<file path="config.mk">
export PLATFORM = sky130hd
export DESIGN_NAME = gbfs_ctrl
export DESIGN_NICKNAME = d
export VERILOG_FILES = /design/src/hw/rtl/gbfs_pkg.sv /design/src/hw/rtl/gbfs_ctrl.sv
export SDC_FILE = /design/constraint.sdc
export NUM_CORES = 1
export LEC_CHECK = 0
export BUFFER_PORTS_ARGS = -buffer_cell sky130_fd_sc_hd__buf_2
export CAP_MARGIN = 20
export CORE_MARGIN = 2
export CORE_UTILIZATION = 39
export DETAILED_ROUTE_END_ITERATION = 10
export PLACE_DENSITY = 0.71
export SYNTH_ARGS = -nofsm -noshare
export SYNTH_HDL_FRONTEND = slang
export SYNTH_SLANG_ARGS = --single-unit
export TNS_END_PERCENT = 5
</file>
<file path="constraint.sdc">
create_clock -name clock -period 1.6 [get_ports clock]
set_input_delay 0.08 -clock clock [delete_from_list [all_inputs] [get_ports clock]]
set_output_delay 0.08 -clock clock [all_outputs]
set_load 0.01 [all_outputs]
</file>
<file path="src/hw/rtl/gbfs_pkg.sv">
// Shared constants, codes and control types of the grid search unit.
package gbfs_pkg;

   localparam int MAX_WIDTH  = 32;
   localparam int MAX_HEIGHT = 32;
   localparam int COORD_W    = 5;                       // log2 of MAX_WIDTH and MAX_HEIGHT
   localparam int CELLS      = MAX_WIDTH * MAX_HEIGHT;
   localparam int IDX_W      = 2 * COORD_W;
   localparam int CNT_W      = IDX_W + 1;
   localparam int DIM_W      = 6;

   localparam logic [DIM_W-1:0] MAX_W_DIM    = DIM_W'(MAX_WIDTH);
   localparam logic [DIM_W-1:0] MAX_H_DIM    = DIM_W'(MAX_HEIGHT);
   localparam logic [DIM_W-1:0] WIDTH_RESET  = 6'd30;
   localparam logic [DIM_W-1:0] HEIGHT_RESET = 6'd20;

   // csr register indexes
   localparam logic REG_GRID_WIDTH  = 1'b0;
   localparam logic REG_GRID_HEIGHT = 1'b1;

   // request actions
   localparam logic ACT_WRITE = 1'b0;
   localparam logic ACT_QUERY = 1'b1;

   // neighbor directions
   localparam logic [1:0] DIR_XP = 2'd0;
   localparam logic [1:0] DIR_XM = 2'd1;
   localparam logic [1:0] DIR_YP = 2'd2;
   localparam logic [1:0] DIR_YM = 2'd3;

   // visited flag plus the first step taken from the source toward this cell
   typedef struct packed {
      logic             visited;
      logic [IDX_W-1:0] first;
   } gbfs_par_type;

   localparam int PAR_W = $bits(gbfs_par_type);

   typedef struct packed {
      logic accept;    // take the request beat
      logic clr_all;   // reset sweep: blocked map and parent store
      logic clr_par;   // per-query sweep of the parent store
      logic seed;      // enqueue the source
      logic pop;       // read queue head
      logic cur_rd;    // latch current cell, read its parent entry
      logic cur_lat;   // latch current cell's first step
      logic nb_rd;     // read parent and blocked bit of the neighbor
      logic nb_chk;    // mark a free neighbor, enqueue it unless goal
      logic dir_inc;
      logic set_miss;
      logic set_self;
      logic set_hit;
      logic res_load;
   } gbfs_cmd_type;

   typedef struct packed {
      logic req_query;
      logic src_out;
      logic src_eq_goal;
      logic clr_last;
      logic q_empty;
      logic nb_ok;
      logic nb_free;
      logic nb_goal;
      logic dir_last;
      logic rsp_busy;
   } gbfs_stat_type;

endpackage

</file>
<file path="src/hw/rtl/gbfs_ctrl.sv">
// Sequencer of the grid search: clearing sweeps, queue walk, result hand-off.
module gbfs_ctrl
   import gbfs_pkg::*;
(
   input  logic          clock,
   input  logic          reset,
   input  logic          req_valid,
   output logic          req_stall,
   input  gbfs_stat_type stat,
   output gbfs_cmd_type  cmd
);

   localparam logic [3:0] S_RCLR = 4'd0;
   localparam logic [3:0] S_IDLE = 4'd1;
   localparam logic [3:0] S_QCHK = 4'd2;
   localparam logic [3:0] S_PCLR = 4'd3;
   localparam logic [3:0] S_SEED = 4'd4;
   localparam logic [3:0] S_POP  = 4'd5;
   localparam logic [3:0] S_POPW = 4'd6;
   localparam logic [3:0] S_CUR  = 4'd7;
   localparam logic [3:0] S_NB   = 4'd8;
   localparam logic [3:0] S_CHK  = 4'd9;
   localparam logic [3:0] S_RES  = 4'd10;

   logic [3:0] state_ff, state_in;

   always_ff @(posedge clock) begin
      if (reset) begin
         state_ff <= S_RCLR;
      end else begin
         state_ff <= state_in;
      end
   end

   assign req_stall = (state_ff != S_IDLE);

   always_comb begin
      state_in = state_ff;
      cmd      = '0;
      case (state_ff)
         S_RCLR: begin
            cmd.clr_all = 1'b1;
            if (stat.clr_last) state_in = S_IDLE;
         end
         S_IDLE: begin
            if (req_valid) begin
               cmd.accept = 1'b1;
               if (stat.req_query) state_in = S_QCHK;
            end
         end
         S_QCHK: begin
            if (stat.src_out) begin
               cmd.set_miss = 1'b1;
               state_in     = S_RES;
            end else if (stat.src_eq_goal) begin
               cmd.set_self = 1'b1;
               state_in     = S_RES;
            end else begin
               state_in = S_PCLR;
            end
         end
         S_PCLR: begin
            cmd.clr_par = 1'b1;
            if (stat.clr_last) state_in = S_SEED;
         end
         S_SEED: begin
            cmd.seed = 1'b1;
            state_in = S_POP;
         end
         S_POP: begin
            if (stat.q_empty) begin
               cmd.set_miss = 1'b1;
               state_in     = S_RES;
            end else begin
               cmd.pop  = 1'b1;
               state_in = S_POPW;
            end
         end
         S_POPW: begin
            cmd.cur_rd = 1'b1;
            state_in   = S_CUR;
         end
         S_CUR: begin
            cmd.cur_lat = 1'b1;
            state_in    = S_NB;
         end
         S_NB: begin
            if (stat.nb_ok) begin
               cmd.nb_rd = 1'b1;
               state_in  = S_CHK;
            end else if (stat.dir_last) begin
               state_in = S_POP;
            end else begin
               cmd.dir_inc = 1'b1;
            end
         end
         S_CHK: begin
            cmd.nb_chk = 1'b1;
            if (stat.nb_free && stat.nb_goal) begin
               cmd.set_hit = 1'b1;
               state_in    = S_RES;
            end else if (stat.dir_last) begin
               state_in = S_POP;
            end else begin
               cmd.dir_inc = 1'b1;
               state_in    = S_NB;
            end
         end
         S_RES: begin
            if (!stat.rsp_busy) begin
               cmd.res_load = 1'b1;
               state_in     = S_IDLE;
            end
         end
         default: begin
            state_in = S_RCLR;
         end
      endcase
   end

endmodule

</file>
* After elaboration in Yosys (flattened, before gate mapping)
Index checks and enable logic that the tools add are counted.
** Operators by class
- Bitwise operators :: 0
- Multipliers :: 0
- Equal/unequal tests :: 17
- Add/sub/neg operators :: 0
- Reduce and logical (&&, ||, !) cells :: 3
- Shifts and indexed selects :: 0
- Mux-type cells :: 39
- Order comparisons :: 0
- Divide/modulo/power cells :: 0
** Operators by type and width (count)
- 2-to-1 mux 4 bit :: 12
- case mux 4 bit (11 select lines) :: 1
- 2-to-1 mux 1 bit :: 24
- == test 4 x 3 -> 1 bit (second input constant) :: 4
- == test 4 bit (second input constant) :: 3
- inequality test 2 bit (second input constant) :: 5
- == test 4 x 2 -> 1 bit (second input constant) :: 2
- AND reduction 6 bit :: 1
- == test 4 x 1 -> 1 bit (second input constant) :: 1
- zero test 4 bit :: 1
- inequality test 4 x 1 -> 1 bit (second input constant) :: 1
- case mux 1 bit (2 select lines) :: 2
- inequality test 3 bit (second input constant) :: 1
- logical AND 1 bit :: 1
** Word-level totals
- RAM bits :: 0
- Flip-flop bits (word level) :: 4
- Memory bits (read-only) :: 0
- Output and inout port bits :: 15
- Latch bits :: 0
- Word-level logic and storage cells :: 60
- Memories :: 0

* Depth between registers and ports, before layout
- Depth in word-level cells :: 3
- Depth in mapped cells :: 6
- Gate-level depth less buffers :: 4

* Worst setup path after synthesis
Ideal clock, no wire load.
- Path kind :: reg-to-reg
- Start :: register state_ff[3]
- End :: register state_ff[1]
- Stages on the path, launching flop included :: 6
- Slack :: 62 ps
- Library setup time :: 67 ps
- Arrival time :: 1470 ps
- Buffers on the path :: 1
- Cell sequence :: dfxtp_1 -> buf_6 -> or4_1 -> a31o_1 -> a311o_1 -> o21ai_2
** Between the ends
- Longest elaborated chain between the ends :: 3
- Elaborated cells between the ends (all ways) :: 19
- Those cells by class :: eq/ne: 16; mux: 1; reduce/logical: 2
** RTL lines
- from (decl) :: RTL line gbfs_ctrl.sv:25 : logic [3:0] state_ff, state_in;
- from (signal assigned) :: RTL line gbfs_ctrl.sv:31 : state_ff <= state_in;
- == test 4 bit, or another cell as far along :: RTL line gbfs_ctrl.sv:40 : case (state_ff)
- inequality test 3 bit (no source line) or inequality test 2 bit (tied branches)
- AND reduction 6 bit (no source line)
Several ways; a longest one is shown, not always the timed one.
A chain may end at the register's enable or synchronous reset.

* Final worst setup path
- Start :: register state_ff[0]
- End :: register state_ff[1]
Same word-level chain as after synthesis.

==> flow_summary_export.csv <==
group,metric,value,unit
run_status,status,"finished clean",
min_path,whs_path_depth,2,
final_layout,synthToLayoutAreaGrowth,41.3,%
floorplanning,io_pins,28,
setup_path,cpPeakStageDelay,0.53,ns
pwr,ir_worst_vdd,815,uV
timing,hold_viol,0,
placed_design,hpwl,1260,um
timing,tightest_slew,0.392,ns
pwr,total_power,0.00103,W
setup_path,r2r-end,"state_ff[1]",
setup_path,rr_worst_depth,4,
flow_run,maxCapViolCount,0,
setup_path,startpoint_type,"flop",
placed_design,gp_congestion,0.878,
logic_synthesis,yosysMostFrequentCell,"nor2_1",
global_route,overflow,0,
setup_path,path_cells,"or4_1, a31o_1, a311o_1, o21ai_2",
global_route,antenna_found_initial,0,
global_route,grt_max_degree,16,
pwr,clock_power_share,11.2,%
pwr,p_comb_share,70.2,%
clock_tree,cts_hold_buf,0,
floorplanning,die_w,40.9,um
clock_tree,cts_buffers,3,
timing,finalSetupViolCount,0,
final_layout,reg_top3,"state_ff: 4 flops",
setup_path,crit_fanout,5,
placed_design,dp_cells,120,
floorplanning,die_area,1670,um2
logic_synthesis,synth_common_cells,"nor2_1 (10), nand2_1 (6), clkbuf_1 (5), nand2b_1 (5)",
logic_synthesis,ys_ff_latch,4,
global_route,gr-usage-all-layers,20.7,%
setup_path,reg2reg_from,"state_ff[0]",
floorplanning,num_rows,13,
setup_path,worst-path-stages,4,
drt,routed_wl,1540,um
drt,wl_per_cell,12.6,um
logic_synthesis,syn_nets,90,
logic_synthesis,synth_edf_count,0,
setup_path,crit_type,"reg2reg",
timing,slew_violations,0,
pwr,internal_power,0.000570,W
timing,setup_slack,0.0513,ns
setup_path,cp_slowest_cell,"or4_1",
final_layout,stdcell_count,123,
logic_synthesis,synth.distinct_cells,36,
pwr,power_density,1370,nW/um2
final_layout,largest_reg_flops,4,
timing,slew_headroom,73.5,%
logic_synthesis,yosys_warnings,0,
setup_path,cp_num_buf_inv,0,
pwr,power.share.sequential,18.7,%
pwr,p_leak,0.349,nW
final_layout,drive_gt1_share,42.6,%
min_path,min_path_type,"in2reg",
drt,vias,699,
setup_path,rrSetupSlack,0.05,ns
logic_synthesis,synthArstFlopShare,0,%
floorplanning,floorplan.initialDensity,41.3,%
global_route,grt_pass1_vias,569,
clock_tree,clkTransAtPathRegs,0.03,ns
timing,final.setup.tns,0,ns
floorplanning,core,1280,um2
logic_synthesis,postSynthCellCount,77,
drt,viasPerCell,5.68,
clock_tree,cts_root_buf,"clkbuf_4",
logic_synthesis,yosysSeqAreaShare,15.1,%
drt,remaining_drc_errors,0,
logic_synthesis,ys.flop_type,"dfxtp_1",
drt,dr.pass1.iters,4,
clock_tree,cts_buffer_depth,2,
timing,post-route-min-period,1.55,ns
clock_tree,worstSkewPairLatency,0.22,ns
final_layout,fin_nets,123,
setup_path,arrival,1.70,ns
setup_path,end_kind,"flop",
clock_tree,cts_max_level,1,
placed_design,pre_cts_ws,0.0746,ns
pwr,switching_share,44.7,%
logic_synthesis,yosysTopAreaCellShare,15.1,%
setup_path,critPathRequiredTime,1.75,ns
min_path,min_to,"state_ff[2]",
logic_synthesis,synth_top_area_cell,"dfxtp_1",
floorplanning,die_h,40.9,um
timing,fin_skew,0.00234,ns
placed_design,portBuffers,27,
timing,rsz0062_at_grt,"no",
clock_tree,cts_tree,"done",
final_layout,antenna_cells,0,
setup_path,critPathTopFamily,"compound AO/OA/AOI/OAI gates",
timing,fin_crit_sh,96.8,%
pwr,p_switching,0.000460,W
global_route,grt_pass1_wl,2390,um
final_layout,largest-register,"state_ff",
timing,whs,0.113,ns
logic_synthesis,postSynthAreaPerCell,6.89,um2
clock_tree,clock_sinks,4,
timing,fmax,646,MHz
logic_synthesis,synth_area,531,um2
drt,postRouteAntennaNets,0,
logic_synthesis,ys_top_cells_by_area,"dfxtp_1 (15%), nor2_1 (7.1%), nand2b_1 (5.9%), nand4b_1 (5.0%), nor4b_1 (5.0%)",
min_path,min_from,"reset",
drt,drtIter0Drc,16,
-- layout make-up --
class | count | area, um2
Tap cell | 15 | 18.8
Timing Repair Buffer | 34 | 188
Multi-Input combinational cell | 63 | 422
Sequential cell | 4 | 83.8
Clock buffer | 3 | 22.5
Fill cell | 142 | 536
Inverter | 4 | 15.0
-- metrics by stage --
step / utilization [%] / cell area [um2]
floorplan: - / 531
global placement: 55.0 / 707
detailed placement: 55.0 / 707
CTS: 57.7 / 742
global route: 58.3 / 749
finish: 58.3 / 749
-- kinds of logic after synthesis --
logic type | synth area share (%)
buffers and inverters | 8.49
multiplexers | 1.89
AO/OA/AOI/OAI | 25.2
flip-flops | 15.1
AND/OR/NAND/NOR | 49.3
-- routing by layer --
metal	vias up	wire length [um]	track usage (%)
li1	344	-	-
met1	307	706	26.8
met2	48	686	37.1
met3	0	152	2.17
met4	0	0	2.50
met5	-	0	0
-- cell usage in the layout, fill, tap and decap left out, types with 2 or more instances in the layout --
cell type  count
nand2_1        6
nand4b_1       3
clkbuf_4       3
a21oi_1        3
dfxtp_2        3
buf_2         27
o21ai_0        3
inv_1          4
nor2_1        10
nand2b_1       5
buf_4          7
nand4bb_1      2
nor3_1         3
nor2b_1        2
nor4b_1        2
-- worst register-to-register path, stage by stage, from the launching register on --
cell,delay (ns)
dfxtp_1,0.33
or4_1,0.53
a31o_1,0.23
a311o_1,0.33
o21ai_2,0.06
-- worst max-delay path by stage --
stage	endpoint	slack (ns)	from
2_1_floorplan	state_ff[1]	0.06	state_ff[3]
3_5_place_dp	state_ff[1]	0.07	state_ff[0]
4_1_cts	cmd[4]	0.01	state_ff[3]
6_report	state_ff[1]	0.05	state_ff[0]
3_3_place_gp	state_ff[0]	0.11	state_ff[0]
5_1_grt	state_ff[1]	0.008	state_ff[0]
-- timing repair --
item	in CTS	in global routing
hold endpoints to repair	0	0
gates resized for setup	3	4
setup buffers	0	0
setup endpoints to repair	2	6
-- power groups by stage --
stage          combinational (W)  sequential, W  clock [W]
2_1_floorplan           0.000488       0.000161          0
3_3_place_gp            0.000681       0.000182          0
3_5_place_dp            0.000693       0.000186          0
4_1_cts                 0.000706       0.000187   0.000120
5_1_grt                 0.000803       0.000201   0.000128
6_report                0.000723       0.000192   0.000115
No activity file was read; power rests on OpenSTA's default activity.
